**src/gse_ram.sv**
```systemverilog
// Generic single-write, single-read RAM with registered read data.
// No package dependency.
module gse_ram #(
	parameter int WIDTH = 8,
	parameter int DEPTH = 256
) (
	input  logic                     clk,
	input  logic                     we,
	input  logic [$clog2(DEPTH)-1:0] waddr,
	input  logic [WIDTH-1:0]         wdata,
	input  logic                     re,
	input  logic [$clog2(DEPTH)-1:0] raddr,
	output logic [WIDTH-1:0]         rdata
);

	logic [WIDTH-1:0] mem [DEPTH];

	always_ff @(posedge clk) begin
		if (we) begin
			mem[waddr] <= wdata;
		end
		if (re) begin
			rdata <= mem[raddr];
		end
	end

endmodule

```
**config.mk**
```make
export PLATFORM = sky130hd
export DESIGN_NAME = gse_ram
export DESIGN_NICKNAME = d
export VERILOG_FILES = /design/src/gse_ram.sv
export SDC_FILE = /design/constraint.sdc
export NUM_CORES = 2
export LEC_CHECK = 0
export BUFFER_PORTS_ARGS = -buffer_cell sky130_fd_sc_hd__buf_2
export CAP_MARGIN = 15
export CORE_MARGIN = 3
export CORE_UTILIZATION = 40
export CTS_CLUSTER_DIAMETER = 30
export DETAILED_ROUTE_END_ITERATION = 16
export GPL_TIMING_DRIVEN = 0
export PLACE_DENSITY = 0.62
export SLEW_MARGIN = 20
export SYNTH_ARGS = -nofsm -noshare
export SYNTH_HDL_FRONTEND = slang
export SYNTH_SLANG_ARGS = --single-unit
```
**constraint.sdc**
```tcl
create_clock -name clk -period 7.7 [get_ports clk]
set_input_delay 1.54 -clock clk [delete_from_list [all_inputs] [get_ports clk]]
set_output_delay 1.54 -clock clk [all_outputs]
set_load 0.02 [all_outputs]
```
==> results.md <==
* Clk buf depth at 4
* DRT iter0 DRCs at 6638
* Cts repair resizes at 0
* Via count at 43000
* Initial antenna violation count at 17
* Final net count at 4234
* DP Wirelength at 163 mm
* Initial Util at 40.3%
* Min-delay worst type: input port to flop
* Proportion of synthesized area in mux cells at 14.6%
* Hold_buf cts at 0
* Largest family of logic cells by synthesized area: multiplexers
* CTS tree: yes
* Setup WS post-layout at 2.17 ns
* Commonest cells after routing, fill and taps aside: edfxtp_1 (2056), mux4_2 (454), clkbuf_16 (414), nor2_1 (271), mux2i_1 (134)
* CP most frequent cell: clkbuf_1
* FF+latch count, synth at 2056
* Iteration count of the initial detailed-routing pass at 7
* Slew Limit Fails at 0
* Grt ovf at 0
* CP Class: input port to flop
* IO buf count at 27
* Compound-cell area share of the yosys netlist at 3.42%
* Main area contributors after synthesis: edfxtp_1 (78%), mux4_2 (13%), mux2i_1 (1.7%), nor2_1 (1.3%), a22oi_1 (1.3%)
* Detailed-route vias per instance at 5.98
* Synthesized area at 79600 um2
* Worst path buffer plus inverter count at 4
* Hold wc startpoint: wdata[5]
* Fraction of layout cells with a size suffix above 1 at 29.7%
* Yosys top cell by area: edfxtp_1
* First-pass GRT wire length at 338 mm
* Vias in the first global route at 42800
* Crit start category: input port
* P&R area growth vs syn at 22.8%
* Slew Limit Headroom at 8.75%
* Worst path top cell family by delay: buffers and inverters
* Clk_skew at 0.0819 ns
* Clock Sinks at 2056
* Largest net degree at the start of global routing at 133
* Routed Antenna Nets at 0
* CP endpoint kind: flop
* FF-to-FF Start: mem[83][3]
* CP startpoint: raddr[4]
* Maximum vdd drop at 0.000240 V
* Die H at 452 um
* Adder-Cell Fraction of Synth Area at 0%
* Period utilisation layout at 71.8%
* Clk slew on worst S/H paths at 0.05 ns
* GRT Util Overall at 23.8%
* Final min period at 5.53 ns
* Placeable Area at 198000 um2
* Max incr delay on CP at 1.03 ns
* Syn Area/Cell at 21.3 um2
* Pre-CTS setup slack at 1.49 ns
* Worst-path fanout max at 11
* Outcome: completed
* RSZ-0062 raised after global routing: false
* Lkg Pwr at 31.2 nW
* CP Cell Sequence: buf_2, buf_4, nor2b_1, clkbuf_1, clkbuf_1, a22oi_1, a21oi_1, nor3_1, nor4_2
* IO Pins at 35
* Worst-skew pair later-pin latency at 0.95 ns
* Die area at 204000 um2
* Root buffer cell: clkbuf_16
* P per Cell Area at 318 nW/um2
* Slowest-stage cell, CP: nor4_2
* Row count at 163
* Final hold violation count at 0
* Post-CTS Setup Bufs at 0
* Most common cell after layout, fill and taps aside: edfxtp_1
* Aggregate negative setup slack at 0 ns
* Synthesized Nets at 3760
* Residual DRC count at 0
* Cts bufs inserted at 410
* Total power at 31.1 mW
* Post-synthesis sequential area ratio at 77.5%
* Aggregate routed wire length at 246 mm
* Setup violators final at 0
* DR WL/cell at 34.2 um
* Post-synthesis simple-gate area fraction at 2.63%
* Mapped Cells at 3733
* GPL Wtd Cong at 0.929
* Total number of H-tree levels at 5
* Die X at 452 um
* Synthesis Warnings at 0
* Worst slew pin tran at 1.37 ns
* Peak Freq at 181 MHz
* Synth unique cells at 54
* Fraction of synthesized cell area in xor and xnor cells at 0%
* Max-cap check violation count at 0
* WP data required at 8.28 ns
* Worst EP arrival at 6.11 ns
* Share of the synthesized area in the top cell type at 77.5%
## per-stage QoR
| step | util (%) | hold slack, ns | area, um2 | instances |
|---|---|---|---|---|
| 4_1_cts | 49.5 | 0.827 | 97700 | 7168 |
| 5_1_grt | 49.5 | 0.838 | 97800 | 7173 |
| 2_1_floorplan | - | 0.864 | 79600 | 3733 |
| 3_5_place_dp | 42.6 | 1.07 | 84100 | 6432 |
| 6_report | 49.5 | 0.861 | 97800 | 7182 |
| 3_3_place_gp | 42.0 | 1.04 | 83100 | 6400 |
## worst reg2reg max path, delay by kind of cell (launching register included)
kind            cells  cell delay (ns)
simple gates        2             0.80
flops               1             0.35
compound gates      3             1.67
mux                 1             0.49
## sequential cells by signal, indices dropped and copies added (netlist names)
name and flops:
mem 2048, rdata 8
## kinds of logic after synthesis
logic type             after synthesis
DFF                               2056
muxes                              591
and+or+nand+nor                    466
AOI/OAI and AO/OA                  385
buffers and inverters              235
## metal layers
metal  up-vias  GRT usage (%)  share of wire, %
met5         -              0             0.019
met4         8           12.1               5.6
met3       616           7.54                12
met2      2933           36.0                46
met1     22500           31.2                37
li1      16900              -                 -
## worst paths after layout
path | slack [ns] | depth (start not counted) | endpoint
min reg2reg | 1.09 | 6 | rdata[5]
max | 2.17 | 9 | rdata[6]
max reg2reg | 4.14 | 6 | rdata[3]
min | 0.86 | 1 | mem[78][5]
## layout make-up
type / instances / area [um2]
antenna: 11 / 27.5
buffer: 233 / 1500
clock buffer: 443 / 10500
clock inverter: 293 / 3130
fill: 15600 / 99800
inverter: 2 / 7.51
multi-input combinational: 1442 / 16500
sequential: 2056 / 61700
tap: 2640 / 3300
timing repair buffer: 62 / 1100
## power breakdown
part / switching, mW / internal [mW] / total [mW]
Combinational: 0.931 / 0.412 / 1.34
Clock: 5.83 / 11.6 / 17.4
Sequential: 0.0107 / 12.4 / 12.4
Total: 6.77 / 24.4 / 31.1
## cell usage after synthesis (all sizes together)
master,n
o22a,5
nor2,282
o311ai,1
a311oi,2
mux2i,134
nor3b,1
nor3,22
o21ai,12
nor4b,1
a22o,8
inv,1
clkinv,1
o22ai,28
mux4,456
a21oi,96
clkbuf,111
o32ai,5
mux2,1
a31oi,2
nand2,33
or2b,1
a22oi,133
edfxtp,2056
a211oi,16
nor4,27
nor2b,31
nand3,34
buf,122
and3,1
a221oi,14
o221ai,47
o211ai,10
nand3b,2
nand4,10
and2,6
or3b,1
or2,4
and3b,2
nand2b,8
a21boi,1
a2111oi,5
(Power assumes the default switching activity.)
