`config.mk`:
```
export PLATFORM = sky130hd
export DESIGN_NAME = gse_gray
export DESIGN_NICKNAME = d
export VERILOG_FILES = /design/src/gse_pkg.sv /design/src/gse_gray.sv
export SDC_FILE = /design/constraint.sdc
export NUM_CORES = 1
export LEC_CHECK = 0
export CORE_UTILIZATION = 56
export CTS_BUF_LIST = sky130_fd_sc_hd__clkbuf_2 sky130_fd_sc_hd__clkbuf_4 sky130_fd_sc_hd__clkbuf_8
export CTS_CLUSTER_SIZE = 30
export DETAILED_ROUTE_END_ITERATION = 6
export DONT_BUFFER_PORTS = 1
export GPL_TIMING_DRIVEN = 0
export PLACE_DENSITY = 0.76
export SYNTH_ARGS = -nofsm -noshare
export SYNTH_HDL_FRONTEND = slang
export SYNTH_SLANG_ARGS = --single-unit
```
`constraint.sdc`:
```
create_clock -name clk -period 11.35 [get_ports clk]
set_clock_uncertainty 0.2 [all_clocks]
set_input_delay 2.27 -clock clk [delete_from_list [all_inputs] [get_ports clk]]
set_output_delay 2.27 -clock clk [all_outputs]
set_load 0.1 [all_outputs]
```
`src/gse_pkg.sv`:
```
// Shared types and constants of the gray Sobel edge filter.
// No dependencies; every other file of the block but gse_ram imports it.
package gse_pkg;

	localparam int MAX_LINE  = 2048;
	localparam int LINE_AW   = $clog2(MAX_LINE);
	localparam int ROW_W     = 12;
	localparam int FW_W      = 12;
	localparam int FH_W      = 13;
	localparam int WT_W      = 8;
	localparam int PIX_W     = 8;
	localparam int CFG_IDX_W = 3;
	localparam int CFG_DAT_W = 13;
	localparam int SUM_W     = 18;

	localparam logic [FW_W-1:0] FW_MIN   = FW_W'(3);
	localparam logic [FW_W-1:0] FW_MAX   = FW_W'(MAX_LINE);
	localparam logic [FH_W-1:0] FH_MIN   = FH_W'(3);
	localparam logic [FH_W-1:0] FH_MAX   = FH_W'(4096);
	localparam logic [FW_W-1:0] FW_RESET = FW_W'(640);
	localparam logic [FH_W-1:0] FH_RESET = FH_W'(480);
	localparam logic [WT_W-1:0] WB_RESET = WT_W'(7);
	localparam logic [WT_W-1:0] WG_RESET = WT_W'(71);
	localparam logic [WT_W-1:0] WR_RESET = WT_W'(21);

	// register indexes
	localparam logic [CFG_IDX_W-1:0] REG_FRAME_WIDTH  = 3'd0;
	localparam logic [CFG_IDX_W-1:0] REG_FRAME_HEIGHT = 3'd1;
	localparam logic [CFG_IDX_W-1:0] REG_WEIGHT_BLUE  = 3'd2;
	localparam logic [CFG_IDX_W-1:0] REG_WEIGHT_GREEN = 3'd3;
	localparam logic [CFG_IDX_W-1:0] REG_WEIGHT_RED   = 3'd4;

	// divide by 100: sums at or above GRAY_SAT clip to 255, below it
	// floor(s/100) == (s * DIV_K) >> DIV_SH holds exactly
	localparam logic [SUM_W-1:0] GRAY_SAT = SUM_W'(25600);
	localparam int               DIV_IN_W = 15;
	localparam int               DIV_K_W  = 13;
	localparam logic [DIV_K_W-1:0] DIV_K  = 13'd5243;
	localparam int               DIV_SH   = 19;
	localparam int               DIV_P_W  = DIV_IN_W + DIV_K_W;

	typedef struct packed {
		logic [PIX_W-1:0] blue;
		logic [PIX_W-1:0] green;
		logic [PIX_W-1:0] red;
	} pixel_t;

	typedef struct packed {
		logic [PIX_W-1:0]   edge_value;
		logic [ROW_W-1:0]   out_row;
		logic [LINE_AW-1:0] out_col;
		logic               frame_last;
	} result_t;

	typedef struct packed {
		logic [WT_W-1:0] wb;
		logic [WT_W-1:0] wg;
		logic [WT_W-1:0] wr;
	} weights_t;

	// per-item bookkeeping that rides along the pipe
	typedef struct packed {
		logic [LINE_AW-1:0] col;
		logic               emit;
		logic [ROW_W-1:0]   row_o;
		logic [LINE_AW-1:0] col_o;
		logic               last;
	} tag_t;

	// stage advance strobes
	typedef struct packed {
		logic en1;
		logic en2;
		logic en3;
	} pipe_ctl_t;

endpackage

```
`src/gse_gray.sv`:
```
// Gray conversion: weighted sum in stage 1, divide by 100 with clip in stage 2.
// Depends on gse_pkg.
module gse_gray
	import gse_pkg::*;
(
	input  logic             clk,
	input  pipe_ctl_t        ctl,
	input  weights_t         wts,
	input  pixel_t           pix_s1,
	output logic [PIX_W-1:0] gray_s2
);

	logic [SUM_W-1:0]   sum_c;
	logic [SUM_W-1:0]   sum_s2;
	logic [DIV_P_W-1:0] prod;

	assign sum_c = SUM_W'(wts.wb * pix_s1.blue)
	             + SUM_W'(wts.wg * pix_s1.green)
	             + SUM_W'(wts.wr * pix_s1.red);

	always_ff @(posedge clk) begin
		if (ctl.en1) begin
			sum_s2 <= sum_c;
		end
	end

	// reciprocal multiply, exact below the clip point
	assign prod = DIV_P_W'(sum_s2[DIV_IN_W-1:0]) * DIV_P_W'(DIV_K);

	always_comb begin
		if (sum_s2 >= GRAY_SAT) begin
			gray_s2 = '1;
		end else begin
			gray_s2 = prod[DIV_SH +: PIX_W];
		end
	end

endmodule

```
==> flow_summary.yaml <==
cells_and_area:
  reg.largest.list: "sum_s2: 18 flops"
  area_growth_pct: 3.64
  largest_reg_flops: 18
  fillers: 1649
  layout.nets: 1653
  drive_gt1_share_pct: 1.29
  mostFrequentLayoutCell: "inv_1"
  top_register: "sum_s2"
  final_cell_mix: "inv_1, fa_1, ha_1"
  n_antenna_cell: 0
  final_util_pct: 59.1
  final_cells: 1430
setup_path:
  crit_chain: "ha_1 -> inv_1 -> fa_1 -> inv_1 -> fa_1 -> inv_1 -> fa_1 -> fa_1 -> inv_1 -> ha_1 -> nand3_1 -> a21oi_1 -> a21oi_1 -> o31ai_2 -> o21ai_0 -> mux2i_2"
  path_buf_inv: 4
  cp.arrival_ns: 6.08
  slowest_stage: "mux2i_2"
  crit_path_end_kind: "output port"
  crit_type: "flip-flop to output port"
  cp_max_fo: 8
  cp-start-kind: "flip-flop"
  critPathMaxStageDelay_ns: 1.12
  critPathRequiredTime_ns: 8.88
  cpLargestDelayFamily: "adder cells"
synthesis:
  postSynthCellCount: 1161
  async_flop_share_pct: 0
  yosys_register_bits: 18
  syn_area_sq_um: 11100
  syn-num-nets: 1648
  yosys_warnings: 0
  ys_types: 41
  ys_seq_area_share_pct: 4.88
  syn_avg_cell_area_sq_um: 9.53
  synth_ff_type: "edfxtp_1"
  synth_edf_count: 18
timing:
  relSlewSlack_pct: 6.60
  rsz0062_at_grt: "no"
  finalMaxSlewViolations: 0
  setup_viol: 0
  tightestPinTransition_ns: 1.37
  tns_ns: 0
  timing.final.crit_share_pct: 75.3
  fmax_ghz: 0.117
  period_minus_slack_ns: 8.55
  finalHoldViolCount: 0
placement:
  placement.io_buffers: 0
  place_inst: 1426
  place_hpwl_um: 19000
  place_congestion: 0.846
grt:
  grt_pass1_wl_um: 35900
  grt_usage_pct: 22.3
  grt_pass1_vias: 7724
  grt_max_degree: 19
  grt_overflow: 0
  antenna_found_initial: 0
clock_network:
  clkSlewWorstSetupHoldPaths_ns: 0.07
  cts_root_buffer: "clkbuf_8"
  htreeDepth: 1
  ctsHoldBuffers: 0
  cts_tree: "done"
  clockBufferDepth: 2
  post_cts_resized: 0
  post_cts_buffers: 0
  cts.sink_count: 18
  cts_buffers: 3
drt:
  ant_nets: 0
  first_iter_violations: 306
  vias: 7388
  drc: 0
  wl_per_cell_um: 14.4
  routed_via_density: 5.17
  drt_wl_total_um: 20600
  dr.pass1.iters: 5
worst_hold_path:
  holdCritPathClass: "primary input to flip-flop"
die:
  start_util_pct: 57.0
  die-area_sq_um: 20300
  fp.coreArea_sq_um: 19400
  io_pins: 60
  die_h_um: 143
  floorplan.die.width_um: 143
  rows: 51
status:
  status: "finished clean"
run:
  maxCapViolations: 0
[logic make-up (layout without fill, tap and decap cells)]
group	after synthesis	in the layout	share of synthesized area [%]
flip-flops	18	18	4.88
XOR/XNOR	15	15	1.19
multiplexers	5	5	0.452
buffers and inverters	361	365	12.2
AND/OR/NAND/NOR	256	256	12.3
AO/OA/AOI/OAI	71	71	4.24
adder cells (fa/ha/maj)	435	435	64.7
[per-layer routing]
layer | share of wire, % | vias to the layer above | wire length [um] | track usage, %
met5 | 0 | - | 0 | 0
met4 | 0.96 | 0 | 198 | 2.72
met3 | 4.6 | 16 | 944 | 2.73
met2 | 51 | 147 | 10400 | 37.8
met1 | 44 | 3739 | 9020 | 31.6
li1 | - | 3486 | - | -
[area by class of cell]
cell class	instances	area, sq um	area share [%]
multi-input combinational	782	9200	80.2
inverter	359	1350	11.7
sequential	18	541	4.71
tap	265	332	2.89
clock buffer	3	41.3	0.360
buffer	2	7.51	0.0655
clock inverter	1	3.75	0.0327
[through the flow]
step / instance area (sq um) / hold slack (ns) / setup WS (ns)
final: 11500 / 1.92 / 2.80
after floorplan: 11100 / 2.18 / 2.88
after detailed placement: 11400 / 2.18 / 2.91
after global routing: 11500 / 1.90 / 2.55
after CTS: 11500 / 1.91 / 2.80
after global placement: 11400 / 2.19 / 2.60
[cells in the mapped netlist (all sizes together) (2+ instances only)]
cell type | n | area share, %
a211oi | 4 | 0.27
a21o | 7 | 0.47
a21oi | 24 | 1.1
a31oi | 4 | 0.23
and2 | 132 | 7.5
and3 | 2 | 0.11
clkbuf | 2 | 0.068
edfxtp | 18 | 4.9
fa | 229 | 41
ha | 206 | 23
inv | 359 | 12
mux2i | 5 | 0.45
nand2 | 78 | 2.6
nand3 | 9 | 0.41
nand4 | 2 | 0.11
nor2 | 16 | 0.54
nor2b | 3 | 0.24
nor3 | 7 | 0.32
nor4 | 3 | 0.17
o21a | 4 | 0.27
o21ai | 15 | 0.68
o21bai | 2 | 0.24
o31a | 2 | 0.24
xnor2 | 11 | 0.87
xor2 | 4 | 0.32
[final timing paths]
check                 cells past startpoint  slack, ns  startpoint          to
worst max-delay path                     16       2.80  sum_s2[10]  gray_s2[4]
worst min-delay path                      0       1.92      ctl[2]   sum_s2[2]
Power is not shown: default switching activity piles up to over one toggle a cycle in this logic, so the estimate is an artifact.
