File: src/gse_pkg.sv
// Shared types and constants of the gray Sobel edge filter.
// No dependencies; every other file of the block but gse_ram imports it.
package gse_pkg;

	localparam int MAX_LINE  = 2048;
	localparam int LINE_AW   = $clog2(MAX_LINE);
	localparam int ROW_W     = 12;
	localparam int FW_W      = 12;
	localparam int FH_W      = 13;
	localparam int WT_W      = 8;
	localparam int PIX_W     = 8;
	localparam int CFG_IDX_W = 3;
	localparam int CFG_DAT_W = 13;
	localparam int SUM_W     = 18;

	localparam logic [FW_W-1:0] FW_MIN   = FW_W'(3);
	localparam logic [FW_W-1:0] FW_MAX   = FW_W'(MAX_LINE);
	localparam logic [FH_W-1:0] FH_MIN   = FH_W'(3);
	localparam logic [FH_W-1:0] FH_MAX   = FH_W'(4096);
	localparam logic [FW_W-1:0] FW_RESET = FW_W'(640);
	localparam logic [FH_W-1:0] FH_RESET = FH_W'(480);
	localparam logic [WT_W-1:0] WB_RESET = WT_W'(7);
	localparam logic [WT_W-1:0] WG_RESET = WT_W'(71);
	localparam logic [WT_W-1:0] WR_RESET = WT_W'(21);

	// register indexes
	localparam logic [CFG_IDX_W-1:0] REG_FRAME_WIDTH  = 3'd0;
	localparam logic [CFG_IDX_W-1:0] REG_FRAME_HEIGHT = 3'd1;
	localparam logic [CFG_IDX_W-1:0] REG_WEIGHT_BLUE  = 3'd2;
	localparam logic [CFG_IDX_W-1:0] REG_WEIGHT_GREEN = 3'd3;
	localparam logic [CFG_IDX_W-1:0] REG_WEIGHT_RED   = 3'd4;

	// divide by 100: sums at or above GRAY_SAT clip to 255, below it
	// floor(s/100) == (s * DIV_K) >> DIV_SH holds exactly
	localparam logic [SUM_W-1:0] GRAY_SAT = SUM_W'(25600);
	localparam int               DIV_IN_W = 15;
	localparam int               DIV_K_W  = 13;
	localparam logic [DIV_K_W-1:0] DIV_K  = 13'd5243;
	localparam int               DIV_SH   = 19;
	localparam int               DIV_P_W  = DIV_IN_W + DIV_K_W;

	typedef struct packed {
		logic [PIX_W-1:0] blue;
		logic [PIX_W-1:0] green;
		logic [PIX_W-1:0] red;
	} pixel_t;

	typedef struct packed {
		logic [PIX_W-1:0]   edge_value;
		logic [ROW_W-1:0]   out_row;
		logic [LINE_AW-1:0] out_col;
		logic               frame_last;
	} result_t;

	typedef struct packed {
		logic [WT_W-1:0] wb;
		logic [WT_W-1:0] wg;
		logic [WT_W-1:0] wr;
	} weights_t;

	// per-item bookkeeping that rides along the pipe
	typedef struct packed {
		logic [LINE_AW-1:0] col;
		logic               emit;
		logic [ROW_W-1:0]   row_o;
		logic [LINE_AW-1:0] col_o;
		logic               last;
	} tag_t;

	// stage advance strobes
	typedef struct packed {
		logic en1;
		logic en2;
		logic en3;
	} pipe_ctl_t;

endpackage

File: src/gse_window.sv
// 3x3 gray window and combined Sobel X+Y kernel.
// Depends on gse_pkg. Only the two newest columns are kept; the oldest
// column of the shifted window comes from column 1 here.
module gse_window
	import gse_pkg::*;
(
	input  logic             clk,
	input  logic             arst_n,
	input  logic             en,
	input  logic [PIX_W-1:0] older,
	input  logic [PIX_W-1:0] newer,
	input  logic [PIX_W-1:0] gray,
	output logic [PIX_W-1:0] edge_value
);

	// win_q[line][k]: k=0 is window column 1, k=1 is column 2 (newest)
	logic [PIX_W-1:0] win_q [3][2];
	logic [PIX_W+1:0] pos_sum;
	logic [PIX_W+1:0] neg_sum;
	logic [PIX_W+1:0] diff;

	always_ff @(posedge clk or negedge arst_n) begin
		if (!arst_n) begin
			for (int i = 0; i < 3; i++) begin
				win_q[i][0] <= '0;
				win_q[i][1] <= '0;
			end
		end else if (en) begin
			for (int i = 0; i < 3; i++) begin
				win_q[i][0] <= win_q[i][1];
			end
			win_q[0][1] <= older;
			win_q[1][1] <= newer;
			win_q[2][1] <= gray;
		end
	end

	// Gx+Gy = {2,2,0; 2,0,-2; 0,-2,-2} over the shifted window
	assign pos_sum = (PIX_W+2)'(win_q[0][0]) + (PIX_W+2)'(win_q[0][1])
	               + (PIX_W+2)'(win_q[1][0]);
	assign neg_sum = (PIX_W+2)'(newer) + (PIX_W+2)'(win_q[2][1]) + (PIX_W+2)'(gray);
	assign diff    = pos_sum - neg_sum;

	always_comb begin
		if (pos_sum <= neg_sum) begin
			edge_value = '0;
		end else if (diff >= (PIX_W+2)'(128)) begin
			edge_value = '1;
		end else begin
			edge_value = {diff[PIX_W-2:0], 1'b0};
		end
	end

endmodule

File: config.mk
export PLATFORM = sky130hd
export DESIGN_NAME = gse_window
export DESIGN_NICKNAME = d
export VERILOG_FILES = /design/src/gse_pkg.sv /design/src/gse_window.sv
export SDC_FILE = /design/constraint.sdc
export NUM_CORES = 1
export LEC_CHECK = 0
export ABC_AREA = 1
export BUFFER_PORTS_ARGS = -buffer_cell sky130_fd_sc_hd__clkbuf_2
export CORE_MARGIN = 10
export CORE_UTILIZATION = 40
export CTS_CLUSTER_SIZE = 16
export DETAILED_ROUTE_END_ITERATION = 8
export SYNTH_ARGS = -nofsm -noshare
export SYNTH_HDL_FRONTEND = slang
export SYNTH_SLANG_ARGS = --single-unit
File: constraint.sdc
create_clock -name clk -period 5.5 [get_ports clk]
set_input_delay 0.825 -clock clk [delete_from_list [all_inputs] [get_ports clk]]
set_output_delay 0.825 -clock clk [all_outputs]
set_load 0.03 [all_outputs]
==> impl_metrics.env <==
export IMPL_clock_sinks=40
export IMPL_worstReg2RegStart="win_q[3]$_DFFE_PN0P_"
export IMPL_die_w_um=108
export IMPL_firstDrtPassIters=4
export IMPL_drtIter0Drc=99
export IMPL_via_per_inst=4.64
export IMPL_avgSynthCellArea_um2=8.25
export IMPL_rows=32
export IMPL_port_buffers=34
export IMPL_drive_above_1_share_pct=17.1
export IMPL_wl_met2_um=2710
export IMPL_crit_slowest_cell="fa_1"
export IMPL_dpl_cell_area_mm2=0.00337
export IMPL_crit_end="edge_value[7]"
export IMPL_drv_slew=0
export IMPL_htree_levels=2
export IMPL_largest_register_ffs=40
export IMPL_cp_depth=23
export IMPL_required_ps=4680
export IMPL_critical_path_startpoint="newer[1]"
export IMPL_status="complete, no violations"
export IMPL_fin_crit_ps=4990
export IMPL_tritoncts="built"
export IMPL_gp_congestion=0.815
export IMPL_grt_max_degree=76
export IMPL_grt_pass1_wl_um=10900
export IMPL_grt_pass1_vias=2449
export IMPL_cp_cell_sequence="clkbuf_2 > inv_1 > fa_1 > inv_1 > ha_1 > fa_1 > nand3_1 > nand2_1 > nand2_1 > nand2_1 > nand2_1 > nand2_1 > xor2_1 > ha_1 > nand2_1 > inv_1 > a21oi_1 > nand4_1 > nand2_2 > nand3_4 > nand2_8 > nand2_2 > clkbuf_2"
export IMPL_core_region_area_mm2=0.00761
export IMPL_clockBufferDepth=2
export IMPL_worstSetupEndpointType="output pin"
export IMPL_die_area_mm2=0.0117
export IMPL_drt_total_wl_um=6010
export IMPL_final_setup_tns_ps=0
export IMPL_synth_area_mm2=0.00309
export IMPL_maxSlewHeadroom_pct=32.4
export IMPL_top_regs="win_q (40)"
export IMPL_crit_type="in2out"
export IMPL_start_util_pct=40.7
export IMPL_antenna_found_initial=0
export IMPL_top_layer_used="met4"
export IMPL_regMostFlops="win_q"
export IMPL_routedLengthMet1_um=2860
export IMPL_r2r_slack_ps=4730
export IMPL_cp_arrival_ps=4160
export IMPL_timing_fmax_mhz=200
export IMPL_chipHeight_um=108
export IMPL_grt_setup_unrepaired="false"
export IMPL_final_area_mm2=0.00346
export IMPL_post_drt_wl_per_cell_um=11.7
export IMPL_yosysUniqueCellTypes=27
export IMPL_startpoint_type="input pin"
export IMPL_cts_buffers_inserted=5
export IMPL_hold_viol=0
export IMPL_cp_buffers_inverters=5
export IMPL_num_nets_final=479
export IMPL_min_path_type="reg2reg"
export IMPL_maxCapViolCount=0
export IMPL_finalClockSkew_ps=6.35
export IMPL_drtAntennaViolNets=0
export IMPL_syn_instance_count=375
export IMPL_syn_nets=445
export IMPL_post_cts_buffers=0
export IMPL_cts_resized=0
export IMPL_cp_slowest_stage_delay_ps=530
export IMPL_reg2reg_depth=1
export IMPL_syn2layout_area_growth_pct=11.9
export IMPL_worst_pin_slew_ps=1010
export IMPL_period_share_pct=90.7
export IMPL_rr_endpoint="win_q[3]$_DFFE_PN0P_"
export IMPL_ys_seq_area_share_pct=32.4
export IMPL_final_setup_viol_count=0
export IMPL_clkLatencyLatePin_ps=290
export IMPL_gr_total_overflow=0
export IMPL_drc=0
export IMPL_worstPathMaxFanout=8
export IMPL_ios=35
export IMPL_ys_seq_elements=40
export IMPL_crit_family="adder cells"
export IMPL_n_antenna_cell=0
export IMPL_clock_tree_root_cell="clkbuf_8"
export IMPL_crit_top_cell="nand2_1"
export IMPL_ys_warn_count=0
export IMPL_clk_pin_slew_ps=80
export IMPL_met3_length_um=391
export IMPL_grt_use_total_pct=11.3
export IMPL_hold_buffers=0
export IMPL_vias=2376
export IMPL_hpwl_um=4840
==> cell usage after synthesis <==
master,number,share of area [%]
dfrtp_1,40,32
a21oi_1,32,5.2
inv_1,73,8.9
o21ai_0,26,4.2
clkbuf_1,3,0.36
buf_2,1,0.16
nand2_1,72,8.7
nand3b_1,2,0.49
nand3_4,1,0.57
nand2_2,13,2.6
clkinv_4,1,0.28
inv_2,3,0.36
mux2_2,5,1.8
o311ai_0,1,0.28
nand3_1,10,1.6
fa_1,19,12
xor2_1,5,1.4
nand4_1,4,0.81
nor2_2,3,0.61
nand2_8,1,0.65
ha_1,24,9.7
buf_1,4,0.49
o211ai_1,2,0.49
nor3_1,1,0.16
a21oi_2,1,0.28
nor2_1,17,2.1
xnor2_1,11,3.1
==> cells in the final DEF, fill, tap and decap left out <==
master      count
o21ai_0        26
nor2_2          3
mux2_2          5
inv_1          73
nand3_1        10
buf_4           1
nand3b_1        2
o311ai_0        1
xnor2_1        11
o211ai_1        2
inv_2           3
nand2_2        13
clkbuf_1        1
clkinvlp_4      1
fa_1           19
a21oi_1        32
a21oi_2         1
nor2_1         17
ha_1           24
clkbuf_2       34
clkbuf_8        6
nand2_1        72
dfrtp_1        40
nor3_1          1
nand4_1         4
clkinv_4        1
xor2_1          5
nand2_8         1
nand3_4         1
==> worst min-delay path by stage <==
stage                                      from               endpoint  cells past startpoint
after floorplan           win_q[33]$_DFFE_PN0P_  win_q[41]$_DFFE_PN0P_                      2
after global routing      win_q[36]$_DFFE_PN0P_  win_q[44]$_DFFE_PN0P_                      2
final                     win_q[36]$_DFFE_PN0P_  win_q[44]$_DFFE_PN0P_                      2
after global placement    win_q[37]$_DFFE_PN0P_  win_q[45]$_DFFE_PN0P_                      2
after detailed placement  win_q[36]$_DFFE_PN0P_  win_q[44]$_DFFE_PN0P_                      2
after CTS                 win_q[36]$_DFFE_PN0P_  win_q[44]$_DFFE_PN0P_                      2
==> cell type report <==
cell class                      count  area [um2]
Clock buffer                        7        86.3
Clock inverter                      1        7.51
Fill cell                         757        4150
Inverter                           77         294
Multi-Input combinational cell    250        1770
Sequential cell                    40        1000
Tap cell                          102         128
Timing Repair Buffer               35         178
==> kinds of logic (layout without fill, tap and decap cells) <==
family	after synthesis	count (layout)	synth area share [%]
AOI/OAI and AO/OA	62	62	10.4
xor gates and xnor gates	16	16	4.53
adders and majority gates	43	43	22.0
buffers and inverters	85	120	10.5
DFF	40	40	32.4
muxes	5	5	1.82
and+or+nand+nor	124	124	18.3
==> routing by layer <==
metal	vias to the layer above	track usage, %
met3	5	3.75
met5	-	0
met2	42	18.4
met4	0	2.58
met1	1094	14.2
li1	1235	-
==> through the flow <==
stage / setup WS, ps / cells / hold WS, ps / util, %
CTS: 519 / 512 / 483 / 45.5
global placement: 592 / 504 / 458 / 44.3
floorplan: 927 / 375 / 450 / -
detailed placement: 535 / 504 / 464 / 44.3
finish: 511 / 512 / 480 / 45.5
global route: 221 / 512 / 513 / 45.5
Power is left out: the tool's default activity adds up to more than one toggle a clock period on the data nets, which glitch-free logic cannot reach.
